$ cat src/rtl/assert_macros.svh
// Assertion macros shared by the fan tachometer RTL.
// No dependencies; included by files that carry concurrent checks.
`ifndef ASSERT_MACROS_SVH
`define ASSERT_MACROS_SVH
`ifndef SYNTHESIS
// Check a property on every clock edge outside reset.
`define ASSERT_RST(label, clk, rst, prop) \
   label: assert property (@(posedge clk) disable iff (rst) (prop)) \
      else $error("assertion failed");
// Check that a condition in one cycle implies another in the next cycle.
`define ASSERT_NEXT(label, clk, rst, cond, nxt) \
   label: assert property (@(posedge clk) disable iff (rst) (cond) |=> (nxt)) \
      else $error("assertion failed");
`else
`define ASSERT_RST(label, clk, rst, prop)
`define ASSERT_NEXT(label, clk, rst, cond, nxt)
`endif
`endif

$ cat src/rtl/ftach_pkg.sv
// Package for the fan tachometer speed meter: widths, register indexes,
// reset values and the control/status types of the rate calculator.
package ftach_pkg;

   localparam int RING_DEPTH = 16;
   localparam int PTR_W      = $clog2(RING_DEPTH);
   localparam int FILL_W     = $clog2(RING_DEPTH + 1);

   localparam int TIME_W     = 32;
   localparam int PPR_W      = 8;
   localparam int MINP_W     = 16;
   localparam int RPM_W      = 32;

   localparam int CSR_IDX_W  = 1;
   localparam int CSR_DATA_W = 16;
   localparam logic [CSR_IDX_W-1:0] REG_PPR  = 1'd0;
   localparam logic [CSR_IDX_W-1:0] REG_MINP = 1'd1;

   localparam logic [PPR_W-1:0]  PPR_RST  = 8'd2;
   localparam logic [MINP_W-1:0] MINP_RST = 16'd1000;

   // 60 s/min * 1e6 us/s * 16 (four fraction bits)
   localparam int K_W = 30;
   localparam logic [K_W-1:0] US_PER_MIN_Q4 = 30'd960000000;

   localparam int NUM_W  = K_W + FILL_W;
   localparam int DEN_W  = PPR_W + TIME_W;
   localparam int QUOT_W = (NUM_W > RPM_W) ? NUM_W : RPM_W + 1;
   localparam int CNT_W  = $clog2(NUM_W + 1);

   localparam int CMD_EDGE = 0;

   typedef struct packed {
      logic              start;
      logic [TIME_W-1:0] dt;
      logic [PPR_W-1:0]  ppr;
      logic [FILL_W-1:0] fill_m1;
   } ftach_calc_req_type;

   typedef struct packed {
      logic busy;
      logic done;
   } ftach_calc_stat_type;

endpackage

$ cat src/rtl/ftach_if.sv
// Channel interfaces of the fan tachometer: request (edge or query) and
// response (speed). Depends on ftach_pkg.
interface ftach_req_if;
   import ftach_pkg::*;
   logic              valid;
   logic              ready;
   logic              cmd;
   logic [TIME_W-1:0] time_us;

   modport source (output valid, output cmd, output time_us, input ready);
   modport sink   (input valid, input cmd, input time_us, output ready);
endinterface

interface ftach_rsp_if;
   import ftach_pkg::*;
   logic             valid;
   logic             ready;
   logic             edge_taken;
   logic             speed_valid;
   logic [RPM_W-1:0] rpm_q4;

   modport source (output valid, output edge_taken, output speed_valid,
                   output rpm_q4, input ready);
   modport sink   (input valid, input edge_taken, input speed_valid,
                   input rpm_q4, output ready);
endinterface

$ cat src/rtl/ftach_ram.sv
// Generic single-write, single-read RAM with registered read data.
// No dependencies.
module ftach_ram #(
   parameter int WIDTH = 32,
   parameter int DEPTH = 16
) (
   input  logic                     clock,
   input  logic                     wr_en,
   input  logic [$clog2(DEPTH)-1:0] wr_addr,
   input  logic [WIDTH-1:0]         wr_data,
   input  logic [$clog2(DEPTH)-1:0] rd_addr,
   output logic [WIDTH-1:0]         rd_data
);
   logic [WIDTH-1:0] mem_ff [DEPTH];
   logic [WIDTH-1:0] rd_data_ff;

   always_ff @(posedge clock) begin
      if (wr_en) begin
         mem_ff[wr_addr] <= wr_data;
      end
      rd_data_ff <= mem_ff[rd_addr];
   end

   assign rd_data = rd_data_ff;
endmodule

$ cat src/rtl/ftach_calc.sv
// Speed calculator: bit-serial multiply of the pulse count per revolution by
// the span, then restoring division of (stored stamps-1)*960e6 by it, one bit per cycle.
// Depends on ftach_pkg.
module ftach_calc (
   input  logic                             clock,
   input  logic                             reset,
   input  ftach_pkg::ftach_calc_req_type    calc_req,
   output ftach_pkg::ftach_calc_stat_type   calc_stat,
   output logic [ftach_pkg::RPM_W-1:0]      rpm_q4
);
   import ftach_pkg::*;

   logic              busy_ff, busy_in;
   logic              done_ff, done_in;
   logic              div_ff, div_in;
   logic [CNT_W-1:0]  cnt_ff, cnt_in;
   logic [PPR_W-1:0]  ppr_sr_ff, ppr_sr_in;
   logic [TIME_W-1:0] dt_ff, dt_in;
   logic [DEN_W-1:0]  den_ff, den_in;
   logic [NUM_W-1:0]  num_sr_ff, num_sr_in;
   logic [DEN_W-1:0]  rem_ff, rem_in;
   logic [QUOT_W-1:0] quot_ff, quot_in;

   logic [DEN_W:0]    trial;
   logic [DEN_W:0]    diff;
   logic              q_bit;

   assign trial = {rem_ff, num_sr_ff[NUM_W-1]};
   assign diff  = trial - {1'b0, den_ff};
   assign q_bit = (trial >= {1'b0, den_ff});

   always_comb begin
      busy_in   = busy_ff;
      done_in   = 1'b0;
      div_in    = div_ff;
      cnt_in    = cnt_ff;
      ppr_sr_in = ppr_sr_ff;
      dt_in     = dt_ff;
      den_in    = den_ff;
      num_sr_in = num_sr_ff;
      rem_in    = rem_ff;
      quot_in   = quot_ff;
      if (calc_req.start) begin
         busy_in   = 1'b1;
         div_in    = 1'b0;
         cnt_in    = CNT_W'(PPR_W);
         // a zero pulse count behaves as one pulse per revolution
         ppr_sr_in = (calc_req.ppr == '0) ? PPR_W'(1) : calc_req.ppr;
         dt_in     = calc_req.dt;
         den_in    = '0;
         num_sr_in = NUM_W'(calc_req.fill_m1) * NUM_W'(US_PER_MIN_Q4);
         rem_in    = '0;
         quot_in   = '0;
      end else if (busy_ff && !div_ff) begin
         // multiply, most significant multiplier bit first
         den_in    = {den_ff[DEN_W-2:0], 1'b0}
                     + (ppr_sr_ff[PPR_W-1] ? DEN_W'(dt_ff) : '0);
         ppr_sr_in = {ppr_sr_ff[PPR_W-2:0], 1'b0};
         cnt_in    = cnt_ff - 1'b1;
         if (cnt_ff == CNT_W'(1)) begin
            div_in = 1'b1;
            cnt_in = CNT_W'(NUM_W);
         end
      end else if (busy_ff) begin
         // one quotient bit per cycle
         rem_in    = q_bit ? diff[DEN_W-1:0] : trial[DEN_W-1:0];
         num_sr_in = {num_sr_ff[NUM_W-2:0], 1'b0};
         quot_in   = {quot_ff[QUOT_W-2:0], q_bit};
         cnt_in    = cnt_ff - 1'b1;
         if (cnt_ff == CNT_W'(1)) begin
            busy_in = 1'b0;
            done_in = 1'b1;
         end
      end
   end

   always_ff @(posedge clock) begin
      if (reset) begin
         busy_ff <= 1'b0;
         done_ff <= 1'b0;
         div_ff  <= 1'b0;
         cnt_ff  <= '0;
      end else begin
         busy_ff <= busy_in;
         done_ff <= done_in;
         div_ff  <= div_in;
         cnt_ff  <= cnt_in;
      end
      ppr_sr_ff <= ppr_sr_in;
      dt_ff     <= dt_in;
      den_ff    <= den_in;
      num_sr_ff <= num_sr_in;
      rem_ff    <= rem_in;
      quot_ff   <= quot_in;
   end

   // clamp to the field maximum
   assign rpm_q4 = (|quot_ff[QUOT_W-1:RPM_W]) ? '1 : quot_ff[RPM_W-1:0];

   assign calc_stat.busy = busy_ff;
   assign calc_stat.done = done_ff;
endmodule

$ cat src/rtl/fan_tach_rpm_meter.sv
// Fan tachometer speed meter, top level: edge filter, timestamp ring,
// sequencer and result register. Depends on ftach_pkg, ftach_if,
// ftach_ram, ftach_calc and assert_macros.svh.
//
//   channel   | direction | transfer carries
//   ----------+-----------+--------------------------------------------
//   req_chan  | in        | cmd (0 edge, 1 query), time_us
//   rsp_chan  | out       | edge_taken, speed_valid, rpm_q4
//   csr_*     | in        | write of pulse count per rev (0) or minimum gap (1)
//
// One item at a time. An item without a valid speed goes from transfer through
// the S_READ, S_LOAD and S_DONE states to the output register; one with a speed
// also passes S_CALC, where it waits on the bit-serial multiply and the
// one-bit-per-cycle divider in ftach_calc, then picks up its result.
// Reset is synchronous; the ring needs no clearing.
// A result waiting on rsp_chan does not block the next request; only the
// move of a new result into the output register waits for the sink.
`include "assert_macros.svh"

module fan_tach_rpm_meter (
   input  logic                              clock,
   input  logic                              reset,
   ftach_req_if.sink                         req_chan,
   ftach_rsp_if.source                       rsp_chan,
   input  logic                              csr_wr_en,
   input  logic [ftach_pkg::CSR_IDX_W-1:0]   csr_index,
   input  logic [ftach_pkg::CSR_DATA_W-1:0]  csr_wdata
);
   import ftach_pkg::*;

   localparam logic [2:0] S_IDLE = 3'd0;
   localparam logic [2:0] S_READ = 3'd1;
   localparam logic [2:0] S_LOAD = 3'd2;
   localparam logic [2:0] S_CALC = 3'd3;
   localparam logic [2:0] S_DONE = 3'd4;

   localparam int IDX_W = FILL_W + 1;

   logic [2:0]        state_ff, state_in;
   logic [PPR_W-1:0]  ppr_ff, ppr_in;
   logic [MINP_W-1:0] minp_ff, minp_in;
   logic [PTR_W-1:0]  wptr_ff, wptr_in;
   logic [FILL_W-1:0] fill_ff, fill_in;
   logic [TIME_W-1:0] last_edge_ff, last_edge_in;

   logic              taken_ff, taken_in;
   logic              spd_ok_ff, spd_ok_in;
   logic [RPM_W-1:0]  rpm_ff, rpm_in;

   logic              rsp_valid_ff, rsp_valid_in;
   logic              out_taken_ff, out_taken_in;
   logic              out_spd_ok_ff, out_spd_ok_in;
   logic [RPM_W-1:0]  out_rpm_ff, out_rpm_in;

   logic              req_fire;
   logic              edge_ok;
   logic [TIME_W-1:0] gap;
   logic [IDX_W-1:0]  old_sum;
   logic [IDX_W-1:0]  old_idx;
   logic [PTR_W-1:0]  old_ptr;
   logic [TIME_W-1:0] old_stamp;
   logic [TIME_W-1:0] span;
   logic              span_ok;
   logic              out_free;

   ftach_calc_req_type  calc_req;
   ftach_calc_stat_type calc_stat;
   logic [RPM_W-1:0]    calc_rpm;

   // Accept only when the sequencer is free.
   assign req_chan.ready = (state_ff == S_IDLE);
   assign req_fire       = req_chan.valid && req_chan.ready;

   // Reject edges closer than the minimum gap to the last stored one (wrapping).
   assign gap     = req_chan.time_us - last_edge_ff;
   assign edge_ok = (req_chan.cmd == 1'(CMD_EDGE)) && (gap >= TIME_W'(minp_ff));

   // Oldest stored entry: write pointer minus fill, modulo ring depth.
   assign old_sum = IDX_W'(wptr_ff) + IDX_W'(RING_DEPTH) - IDX_W'(fill_ff);
   assign old_idx = (old_sum >= IDX_W'(RING_DEPTH)) ? old_sum - IDX_W'(RING_DEPTH)
                                                    : old_sum;
   assign old_ptr = old_idx[PTR_W-1:0];

   ftach_ram #(
      .WIDTH (TIME_W),
      .DEPTH (RING_DEPTH)
   ) u_ring (
      .clock   (clock),
      .wr_en   (req_fire && edge_ok),
      .wr_addr (wptr_ff),
      .wr_data (req_chan.time_us),
      .rd_addr (old_ptr),
      .rd_data (old_stamp)
   );

   // The newest stored stamp is always the last accepted edge time.
   assign span    = last_edge_ff - old_stamp;
   assign span_ok = (fill_ff >= FILL_W'(2)) && (span != '0);

   assign calc_req.start   = (state_ff == S_LOAD) && span_ok;
   assign calc_req.dt      = span;
   assign calc_req.ppr     = ppr_ff;
   assign calc_req.fill_m1 = fill_ff - 1'b1;

   ftach_calc u_calc (
      .clock     (clock),
      .reset     (reset),
      .calc_req  (calc_req),
      .calc_stat (calc_stat),
      .rpm_q4    (calc_rpm)
   );

   assign out_free = !rsp_valid_ff || rsp_chan.ready;

   // Configuration writes; the user must write only while the block is idle (not enforced here).
   always_comb begin
      ppr_in  = ppr_ff;
      minp_in = minp_ff;
      if (csr_wr_en) begin
         case (csr_index)
            REG_PPR:  ppr_in  = csr_wdata[PPR_W-1:0];
            REG_MINP: minp_in = csr_wdata[MINP_W-1:0];
            default:  ;
         endcase
      end
   end

   // Ring bookkeeping: advance the pointer, saturate the fill count.
   always_comb begin
      wptr_in      = wptr_ff;
      fill_in      = fill_ff;
      last_edge_in = last_edge_ff;
      if (req_fire && edge_ok) begin
         wptr_in      = (wptr_ff == PTR_W'(RING_DEPTH - 1)) ? '0 : wptr_ff + 1'b1;
         fill_in      = (fill_ff == FILL_W'(RING_DEPTH)) ? fill_ff : fill_ff + 1'b1;
         last_edge_in = req_chan.time_us;
      end
   end

   // Sequencer and result staging.
   always_comb begin
      state_in      = state_ff;
      taken_in      = taken_ff;
      spd_ok_in     = spd_ok_ff;
      rpm_in        = rpm_ff;
      rsp_valid_in  = rsp_valid_ff && !rsp_chan.ready;
      out_taken_in  = out_taken_ff;
      out_spd_ok_in = out_spd_ok_ff;
      out_rpm_in    = out_rpm_ff;
      case (state_ff)
         S_IDLE: begin
            if (req_fire) begin
               taken_in = edge_ok;
               state_in = S_READ;
            end
         end
         S_READ: begin
            // hold the oldest-entry address while the RAM registers it
            state_in = S_LOAD;
         end
         S_LOAD: begin
            spd_ok_in = span_ok;
            rpm_in    = '0;
            state_in  = span_ok ? S_CALC : S_DONE;
         end
         S_CALC: begin
            if (calc_stat.done) begin
               rpm_in   = calc_rpm;
               state_in = S_DONE;
            end
         end
         S_DONE: begin
            if (out_free) begin
               rsp_valid_in  = 1'b1;
               out_taken_in  = taken_ff;
               out_spd_ok_in = spd_ok_ff;
               out_rpm_in    = rpm_ff;
               state_in      = S_IDLE;
            end
         end
         default: begin
            state_in = S_IDLE;
         end
      endcase
   end

   always_ff @(posedge clock) begin
      if (reset) begin
         state_ff     <= S_IDLE;
         ppr_ff       <= PPR_RST;
         minp_ff      <= MINP_RST;
         wptr_ff      <= '0;
         fill_ff      <= '0;
         last_edge_ff <= '0;
         rsp_valid_ff <= 1'b0;
      end else begin
         state_ff     <= state_in;
         ppr_ff       <= ppr_in;
         minp_ff      <= minp_in;
         wptr_ff      <= wptr_in;
         fill_ff      <= fill_in;
         last_edge_ff <= last_edge_in;
         rsp_valid_ff <= rsp_valid_in;
      end
      taken_ff      <= taken_in;
      spd_ok_ff     <= spd_ok_in;
      rpm_ff        <= rpm_in;
      out_taken_ff  <= out_taken_in;
      out_spd_ok_ff <= out_spd_ok_in;
      out_rpm_ff    <= out_rpm_in;
   end

   assign rsp_chan.valid       = rsp_valid_ff;
   assign rsp_chan.edge_taken  = out_taken_ff;
   assign rsp_chan.speed_valid = out_spd_ok_ff;
   assign rsp_chan.rpm_q4      = out_rpm_ff;

   `ASSERT_RST(a_fill_cap, clock, reset, fill_ff <= FILL_W'(RING_DEPTH))
   `ASSERT_NEXT(a_drop_keeps_ring, clock, reset, !(req_fire && edge_ok), (fill_ff == $past(fill_ff)) && (last_edge_ff == $past(last_edge_ff)))
   `ASSERT_RST(a_calc_in_seq, clock, reset, !calc_stat.busy || (state_ff == S_CALC))
   `ASSERT_RST(a_no_speed_zero, clock, reset, !rsp_valid_ff || out_spd_ok_ff || (out_rpm_ff == '0))
endmodule

$ cat src/flat_wrapper.sv
// flat-port wrapper written by rule: the top's interface ports become plain ports
module fan_tach_rpm_meter_flat import ftach_pkg::*;
  (clock, reset, csr_wr_en, csr_index, csr_wdata, req_chan_valid, req_chan_cmd, req_chan_time_us, req_chan_ready, rsp_chan_valid, rsp_chan_edge_taken, rsp_chan_speed_valid, rsp_chan_rpm_q4, rsp_chan_ready);
  ftach_req_if req_chan_i ();
  ftach_rsp_if rsp_chan_i ();
  input  logic clock;
  input  logic reset;
  input  logic csr_wr_en;
  input  logic [ftach_pkg::CSR_IDX_W-1:0] csr_index;
  input  logic [ftach_pkg::CSR_DATA_W-1:0] csr_wdata;
  input wire logic [$bits(req_chan_i.valid)-1:0] req_chan_valid;
  input wire logic [$bits(req_chan_i.cmd)-1:0] req_chan_cmd;
  input wire logic [$bits(req_chan_i.time_us)-1:0] req_chan_time_us;
  output wire logic [$bits(req_chan_i.ready)-1:0] req_chan_ready;
  output wire logic [$bits(rsp_chan_i.valid)-1:0] rsp_chan_valid;
  output wire logic [$bits(rsp_chan_i.edge_taken)-1:0] rsp_chan_edge_taken;
  output wire logic [$bits(rsp_chan_i.speed_valid)-1:0] rsp_chan_speed_valid;
  output wire logic [$bits(rsp_chan_i.rpm_q4)-1:0] rsp_chan_rpm_q4;
  input wire logic [$bits(rsp_chan_i.ready)-1:0] rsp_chan_ready;
  assign req_chan_i.valid = req_chan_valid;
  assign req_chan_i.cmd = req_chan_cmd;
  assign req_chan_i.time_us = req_chan_time_us;
  assign req_chan_ready = req_chan_i.ready;
  assign rsp_chan_valid = rsp_chan_i.valid;
  assign rsp_chan_edge_taken = rsp_chan_i.edge_taken;
  assign rsp_chan_speed_valid = rsp_chan_i.speed_valid;
  assign rsp_chan_rpm_q4 = rsp_chan_i.rpm_q4;
  assign rsp_chan_i.ready = rsp_chan_ready;
  fan_tach_rpm_meter u_core (.clock(clock), .reset(reset), .req_chan(req_chan_i), .rsp_chan(rsp_chan_i), .csr_wr_en(csr_wr_en), .csr_index(csr_index), .csr_wdata(csr_wdata));
endmodule
$ cat config.mk
export PLATFORM = sky130hd
export DESIGN_NAME = fan_tach_rpm_meter_flat
export DESIGN_NICKNAME = d
export VERILOG_FILES = /design/src/rtl/ftach_pkg.sv /design/src/rtl/ftach_if.sv /design/src/rtl/ftach_ram.sv /design/src/rtl/ftach_calc.sv /design/src/rtl/fan_tach_rpm_meter.sv /design/src/flat_wrapper.sv
export VERILOG_INCLUDE_DIRS = /design/src /design/src/rtl
export SDC_FILE = /design/constraint.sdc
export NUM_CORES = 1
export LEC_CHECK = 0
export ABC_AREA = 1
export BUFFER_PORTS_ARGS = -buffer_cell sky130_fd_sc_hd__buf_2
export CORE_MARGIN = 4
export CORE_UTILIZATION = 55
export CTS_CLUSTER_DIAMETER = 60
export CTS_CLUSTER_SIZE = 20
export DETAILED_ROUTE_END_ITERATION = 6
export GPL_ROUTABILITY_DRIVEN = 0
export PLACE_DENSITY = 0.71
export SLEW_MARGIN = 20
export SYNTH_ARGS = -nofsm -noshare
export SYNTH_HDL_FRONTEND = slang
export SYNTH_SLANG_ARGS = --single-unit
$ cat constraint.sdc
create_clock -name clock -period 6.4 [get_ports clock]
set_input_delay 0.32 -clock clock [delete_from_list [all_inputs] [get_ports clock]]
set_output_delay 0.32 -clock clock [all_outputs]
set_load 0.005 [all_outputs]
==> results of run 1 <==
[cells in the final DEF, fill, tap and decap left out, drive strengths merged, types with 10 or more instances in the layout]
cell type | netlist | routed
clkbuf | 114 | 85
edfxtp | 643 | 643
buf | 58 | 135
fa | 10 | 10
xor2 | 63 | 63
o21bai | 18 | 18
xnor2 | 49 | 49
nand3b | 16 | 16
nand4 | 32 | 32
nor4 | 12 | 12
a21oi | 369 | 369
dfxtp | 225 | 225
nand3 | 166 | 166
dlygate4sd3 | 0 | 15
ha | 195 | 195
o21ai | 446 | 446
inv | 852 | 866
o211ai | 74 | 74
nand2 | 1238 | 1238
a21o | 15 | 15
clkinv | 1 | 15
a31oi | 53 | 53
nor2 | 291 | 291
mux2i | 128 | 128
nor3 | 37 | 37
[worst max path at each step]
| stage | start | to | slack [ps] | cells past startpoint |
|---|---|---|---|---|
| 5_1_grt | u_core.fill_ff[0] | u_core.u_calc.num_sr_ff[29] | 780 | 19 |
| 3_5_place_dp | u_core.fill_ff[0] | u_core.u_calc.num_sr_ff[29] | 1270 | 19 |
| 6_report | u_core.fill_ff[0] | u_core.u_calc.num_sr_ff[29] | 1260 | 19 |
| 4_1_cts | u_core.fill_ff[0] | u_core.u_calc.num_sr_ff[29] | 1250 | 19 |
| 3_3_place_gp | u_core.fill_ff[0] | u_core.u_calc.num_sr_ff[29] | 1370 | 19 |
| 2_1_floorplan | u_core.fill_ff[0] | u_core.u_calc.num_sr_ff[29] | 1770 | 21 |
[cell usage after synthesis, drive strengths merged, types with 4 or more instances]
cell type,instances,area (um^2)
a31oi,53,332
nor2,291,1100
a21o,15,113
a211oi,5,37.5
mux2i,128,1280
buf,58,410
ha,195,2440
inv,852,3200
and3,5,31.3
a21boi,7,52.6
nor3,37,200
o21a,9,67.6
nand3b,16,120
and2,4,25.0
edfxtp,643,19300
o21bai,18,135
o21ai,446,2230
xnor2,49,429
fa,10,200
a21oi,369,1850
dfxtp,225,4500
xor2,63,552
or2,6,37.5
nand2,1238,4660
nand3,166,866
nand4,32,200
o211ai,74,561
nor4,12,75.1
clkbuf,114,428
[cell type report]
class	instances	area (um^2)	area share
clock inverter	33	354	0.00716
timing repair buffer	150	1000	0.0203
tap	1070	1340	0.0271
inverter	853	3200	0.0648
multi-input combinational	3261	17900	0.363
sequential	868	23800	0.482
clock buffer	85	1800	0.0363
[registers in the layout, summed over array words and instances, names as in the netlist, 8 cells and up]
signal / count
u_core.u_ring.mem_ff: 512
u_core.u_calc.den_ff: 40
u_core.u_calc.rem_ff: 40
u_core.u_calc.quot_ff: 35
u_core.last_edge_ff: 32
u_core.rpm_ff: 32
u_core.rsp_chan.rpm_q4: 32
u_core.u_calc.dt_ff: 32
u_core.u_ring.rd_data: 32
u_core.u_calc.num_sr_ff: 23
u_core.minp_ff: 16
u_core.ppr_ff: 8
u_core.u_calc.ppr_sr_ff: 8
[power by group]
part / internal [mW] / total [mW] / switching [mW]
Clock: 2.14 / 4.22 / 2.08
Sequential: 6.45 / 6.69 / 0.244
Combinational: 1.97 / 5.97 / 4.00
Total: 10.6 / 16.9 / 6.32
[stage by stage]
step,hold WS (ps),area [um^2]
after global placement,401,47100
final,21.7,49400
after floorplan,389,45600
after CTS,3.64,49400
after global routing,3.14,49400
after detailed placement,405,47100
[layer usage]
metal	vias to the layer above	part of all wire	wire length (um)
li1	17152	-	-
met1	16136	0.41	46800
met2	992	0.49	54900
met3	265	0.054	6100
met4	2	0.045	5040
met5	-	0.00012	13
[critical path, delay by kind of cell, from the launching register on]
kind | cells | cell delay, ps
adder cells (fa/ha/maj) | 5 | 1920
buffers and inverters | 2 | 400
flip-flops | 1 | 590
AO/OA/AOI/OAI | 6 | 1050
AND/OR/NAND/NOR | 4 | 410
XOR/XNOR | 2 | 500
[cell families (layout without fill, tap and decap cells)]
group | count (synthesis) | after routing
simple gates | 1809 | 1809
buf+inv | 1025 | 1121
compound gates | 1007 | 1007
flops | 868 | 868
fa+ha+maj | 205 | 205
mux | 128 | 128
xor+xnor | 112 | 112
==> run_results.csv, run 1 <==
group,metric,value,unit
worst_hold_path,worstHoldStart,"csr_wdata[11]",
placement,hpwl,78700,um
global_routing,grtUsageTotal,0.255,
setup_path,crit_type,"register to register",
global_routing,antenna_found_initial,4,
power_and_ir_drop,p_leak,22.3,nW
clock_network,numCtsBuffers,66,
setup_path,arrival,5510,ps
setup_path,cp.required,6770,ps
synthesis,synth_ff_type,"edfxtp_1",
synthesis,netlist_area,0.0456,mm^2
floorplanning,die_h,296,um
sta,final_max_slew_viol_count,0,
drt,wl_per_cell,17.9,um
setup_path,critPathCaptureType,"register",
floorplanning,core_area,0.0821,mm^2
setup_path,cp_cell_sequence,"inv_1 -> ha_1 -> nand2_1 -> xor2_1 -> fa_1 -> ha_1 -> ha_1 -> ha_1 -> nand2_1 -> inv_1 -> nand2_1 -> nand2_1 -> a21oi_1 -> o21ai_0 -> a21oi_1 -> o31ai_1 -> a21oi_1 -> xor2_1 -> o21ai_1",
synthesis,ys_async_sr_fraction,0,
clock_network,cts-root-buf,"clkbuf_16",
cells_and_area,fill_cells,7043,
sta,setup_viol,0,
status,status,"complete, no violations",
drt,first_iter_violations,2562,
cells_and_area,area_delta_synth_final,8.47,%
placement,placedCellCount,6185,
synthesis,synth_xor_area_frac,0.0215,
clock_network,cts_buffer_depth,3,
synthesis,yosysUniqueCellTypes,54,
worst_hold_path,hold_path_class,"input port to register",
synthesis,netlist_instances,5154,
cells_and_area,final_core_util,0.602,
power_and_ir_drop,p_total,16.9,mW
clock_network,clkLatencyLatePin,650,ps
global_routing,grt_max_degree,118,
floorplanning,placementRows,105,
sta,grt_setup_unrepaired,"no",
flow_run,maxCapViolCount,0,
floorplanning,initial_utilization,0.555,
synthesis,yosysSeqAreaShare,0.523,
worst_hold_path,min_path_cells,3,
clock_network,clk_pin_slew_worst_paths,80,ps
synthesis,synthesis.nets,5414,
cells_and_area,antenna_cells,0,
synthesis,synth_top_family_by_area,"simple AND/OR/NAND/NOR gates",
setup_path,regToRegSetupSlack,1260,ps
floorplanning,fp.dieW,296,um
power_and_ir_drop,ir_drop,0.249,mV
clock_network,post-cts-setup-buffers,0,
clock_network,post_cts_resized,0,
drt,ant_nets,0,
sta,finalHoldViolCount,0,
global_routing,met3_usage,0.0341,
sta,max-slew-margin-rel,0.302,
global_routing,grt_pass1_vias,32907,
setup_path,reg2reg_from,"u_core.fill_ff[0]",
cells_and_area,drive_gt1_frac,0.0564,
floorplanning,ios,91,
floorplanning,die_area,0.0875,mm^2
synthesis,synthSimpleGateAreaFrac,0.161,
synthesis,synth_edf_count,643,
clock_network,htreeDepth,3,
sta,setup_slack,1260,ps
global_routing,globalRouteMet1Util,0.323,
setup_path,worstSetupStartpointType,"register",
global_routing,grt-busiest-layer,"met2",
worst_hold_path,holdPathEnd,"u_core.minp_ff[11]",
global_routing,met2_usage,0.444,
drt,drt_first_pass_iters,7,
synthesis,synthMuxAreaShare,0.0281,
clock_network,clock-sinks,868,
drt,vias,34547,
placement,io_buffers,90,
power_and_ir_drop,powerDensity,342,mW/mm^2
synthesis,synth_fa_ha_area_frac,0.0579,
placement,dp_slack,1270,ps
clock_network,cts.hold.buffers_added,15,
synthesis,synth_compound_area_frac,0.120,
setup_path,crit_slowest_cell,"dfxtp_1",
synthesis,ys_ff_latch,868,
synthesis,syn_avg_cell_area,8.84,um^2
sta,setup_tns,0,ps
clock_network,cts_tree,"built",
setup_path,crit_fanout,10,
sta,fin_crit_sh,0.802,
sta,skew,41.2,ps
cells_and_area,nNetsFinal,5460,
setup_path,cp_slowest_stage_delay,590,ps
drt,postRouteWirelength,113000,um
global_routing,grt_pass1_wl,176000,um
synthesis,yosys_warnings,0,
drt,drcViolationCount,0,
sta,fmaxAchievable,195,MHz
drt,via_per_inst,5.47,
sta,worst_pin_slew,1050,ps
cells_and_area,fin_cells,6320,
setup_path,reg2reg_to,"u_core.u_calc.num_sr_ff[29]",
global_routing,overflow,0,
sta,fin_crit,5140,ps
setup_path,rr_worst_depth,19,
No activity file was read; power rests on OpenSTA's default activity.
==> inputs of run 2 (changes only) <==
==> constraint.sdc (replaced) <==
create_clock -name clock -period 4.91 [get_ports clock]
set_input_delay 0.2455 -clock clock [delete_from_list [all_inputs] [get_ports clock]]
set_output_delay 0.2455 -clock clock [all_outputs]
set_load 0.005 [all_outputs]
==> run 2 against run 1 <==
Final area up 1.8%; routed wire length up 4.1%; sequential power up 30%; cell count up 0.89%; global-route usage up 0.86 points; power up 35%; first-iteration DRC count up 26%; critical endpoint unchanged; clock power up 42%.
==> run_results.csv, run 2 (synthesis gave the netlist of run 1 again) <==
group,metric,value,unit
floorplanning,core_area,0.0821,mm^2
setup_path,arrival,4960,ps
setup_path,critPathCaptureType,"register",
cells_and_area,layout_common_cells,"1233 x nand2_1, 844 x inv_1, 643 x edfxtp_1",
cells_and_area,top_register,"u_core.u_ring.mem_ff",
floorplanning,die_area,0.0875,mm^2
cells_and_area,drive_gt1_frac,0.0643,
worst_hold_path,min_path_cells,2,
worst_hold_path,worstHoldStart,"req_chan_time_us[1]",
cells_and_area,layout_commonest_cell,"nand2_1",
global_routing,grt_pass1_vias,33190,
clock_network,post-cts-setup-buffers,0,
cells_and_area,multi_input_area,0.0179,mm^2
cells_and_area,largest_registers,"u_core.u_ring.mem_ff (512), u_core.u_calc.den_ff (40), u_core.u_calc.rem_ff (40)",
setup_path,startpoint,"u_core.fill_ff[1]",
floorplanning,die_h,296,um
sta,fin_crit_sh,0.933,
global_routing,overflow,0,
setup_path,crit_fanout,7,
drt,postRouteWirelength,118000,um
power_and_ir_drop,ir_drop,0.423,mV
sta,finalHoldViolCount,0,
global_routing,grt_max_degree,134,
sta,skew,42.8,ps
flow_run,maxCapViolCount,0,
power_and_ir_drop,p_total,22.7,mW
power_and_ir_drop,swShare,0.377,
drt,first_iter_violations,3240,
placement,placed_area,0.0474,mm^2
drt,ant_nets,0,
setup_path,reg2reg_from,"u_core.fill_ff[1]",
worst_hold_path,holdPathEnd,"u_core.u_ring.mem_ff[3][1]",
cells_and_area,final-seq-area,0.0238,mm^2
power_and_ir_drop,powerDensity,451,mW/mm^2
cells_and_area,nNetsFinal,5509,
global_routing,antenna_found_initial,6,
setup_path,cp.required,5290,ps
sta,setup_viol,0,
cells_and_area,final_core_util,0.613,
sta,fmaxAchievable,218,MHz
power_and_ir_drop,power.share.combinational,0.352,
clock_network,numCtsBuffers,71,
sta,setup_tns,0,ps
floorplanning,ios,91,
clock_network,clock-sinks,868,
clock_network,clk_pin_slew_worst_paths,80,ps
clock_network,cts_tree,"built",
sta,final_max_slew_viol_count,0,
drt,vias,35315,
drt,drcViolationCount,0,
floorplanning,fp.dieW,296,um
sta,max-slew-margin-rel,0.259,
placement,io_buffers,90,
placement,dp_slack,182,ps
cells_and_area,fill_cells,6915,
power_and_ir_drop,power_frac_seq,0.384,
power_and_ir_drop,internal_power,14.1,mW
power_and_ir_drop,power_switching,8.57,mW
setup_path,worstSetupStartpointType,"register",
clock_network,cts-root-buf,"clkbuf_16",
setup_path,regToRegSetupSlack,330,ps
worst_hold_path,hold_path_class,"input port to register",
clock_network,clkLatencyLatePin,650,ps
cells_and_area,largest_register_ff_count,512,
floorplanning,initial_utilization,0.555,
status,status,"complete, no violations",
drt,via_per_inst,5.54,
cells_and_area,area_delta_synth_final,10.5,%
sta,worst_pin_slew,1110,ps
placement,hpwl,83300,um
clock_network,cts_buffer_depth,3,
drt,drt_first_pass_iters,6,
cells_and_area,finish.instance_area,0.0503,mm^2
setup_path,rr_worst_depth,17,
power_and_ir_drop,clock_power_share,0.264,
drt,wl_per_cell,18.4,um
power_and_ir_drop,p_leak,22.7,nW
sta,setup_slack,328,ps
global_routing,grtUsageTotal,0.264,
clock_network,htreeDepth,3,
global_routing,grt_pass1_wl,181000,um
setup_path,crit_type,"register to register",
sta,fin_crit,4580,ps
floorplanning,placementRows,105,
setup_path,reg2reg_to,"u_core.u_calc.num_sr_ff[29]",
[run 2: timing repair]
item	CTS	global route
setup endpoints to repair	0	3
endpoints found under the hold margin	73	0
hold buffers	28	0
resized for setup	0	3
[run 2: how the worst max path moves through the flow]
stage / slack (ps) / endpoint
after CTS: 260 / u_core.u_calc.num_sr_ff[30]
after global routing: -8 / u_core.u_calc.num_sr_ff[29]
after detailed placement: 180 / u_core.u_ring.mem_ff[0][4]
after floorplan: 280 / u_core.u_calc.num_sr_ff[29]
final: 330 / u_core.u_calc.num_sr_ff[29]
after global placement: 180 / u_core.u_ring.mem_ff[10][8]
[run 2: cell type report]
| type | count | share of cell area |
|---|---|---|
| inverter | 853 | 0.0636 |
| antenna | 1 | 0.0000497 |
| clock inverter | 42 | 0.0117 |
| tap | 1070 | 0.0266 |
| timing repair buffer | 194 | 0.0308 |
| sequential | 868 | 0.473 |
| clock buffer | 87 | 0.0377 |
| multi-input combinational | 3261 | 0.356 |
[run 2: critical path: stages, from the launching register on]
cell and delay [ps]:
dfxtp_1 490, inv_1 150, ha_1 250, xnor2_1 230, inv_1 150, fa_1 450, ha_1 310, ha_1 310
ha_1 340, a21oi_1 270, nand2_1 150, a21oi_1 230, o21ai_0 150, a21oi_1 270, o31ai_1 140, a21oi_1 170
xor2_1 160, o21ai_1 70
[run 2: power groups by stage]
| stage | clock [mW] | combinational (mW) | sequential, mW |
|---|---|---|---|
| after floorplan | 0 | 5.65 | 8.74 |
| after global placement | 0 | 7.69 | 8.88 |
| after detailed placement | 0 | 7.77 | 8.89 |
| after CTS | 6.10 | 7.86 | 8.73 |
| after global routing | 6.38 | 8.90 | 8.76 |
| final | 5.99 | 8.00 | 8.73 |
[run 2: stage by stage]
stage	hold WS, ps	std cells
final	26.5	6376
after global routing	20.4	6375
after CTS	0.718	6367
after detailed placement	405	6210
after global placement	400	6207
after floorplan	315	5154
[run 2: metal layers]
layer,global-route usage,routed length (um)
met5,0,8
met4,0.114,5470
met3,0.0354,7560
met2,0.442,55300
met1,0.346,49300
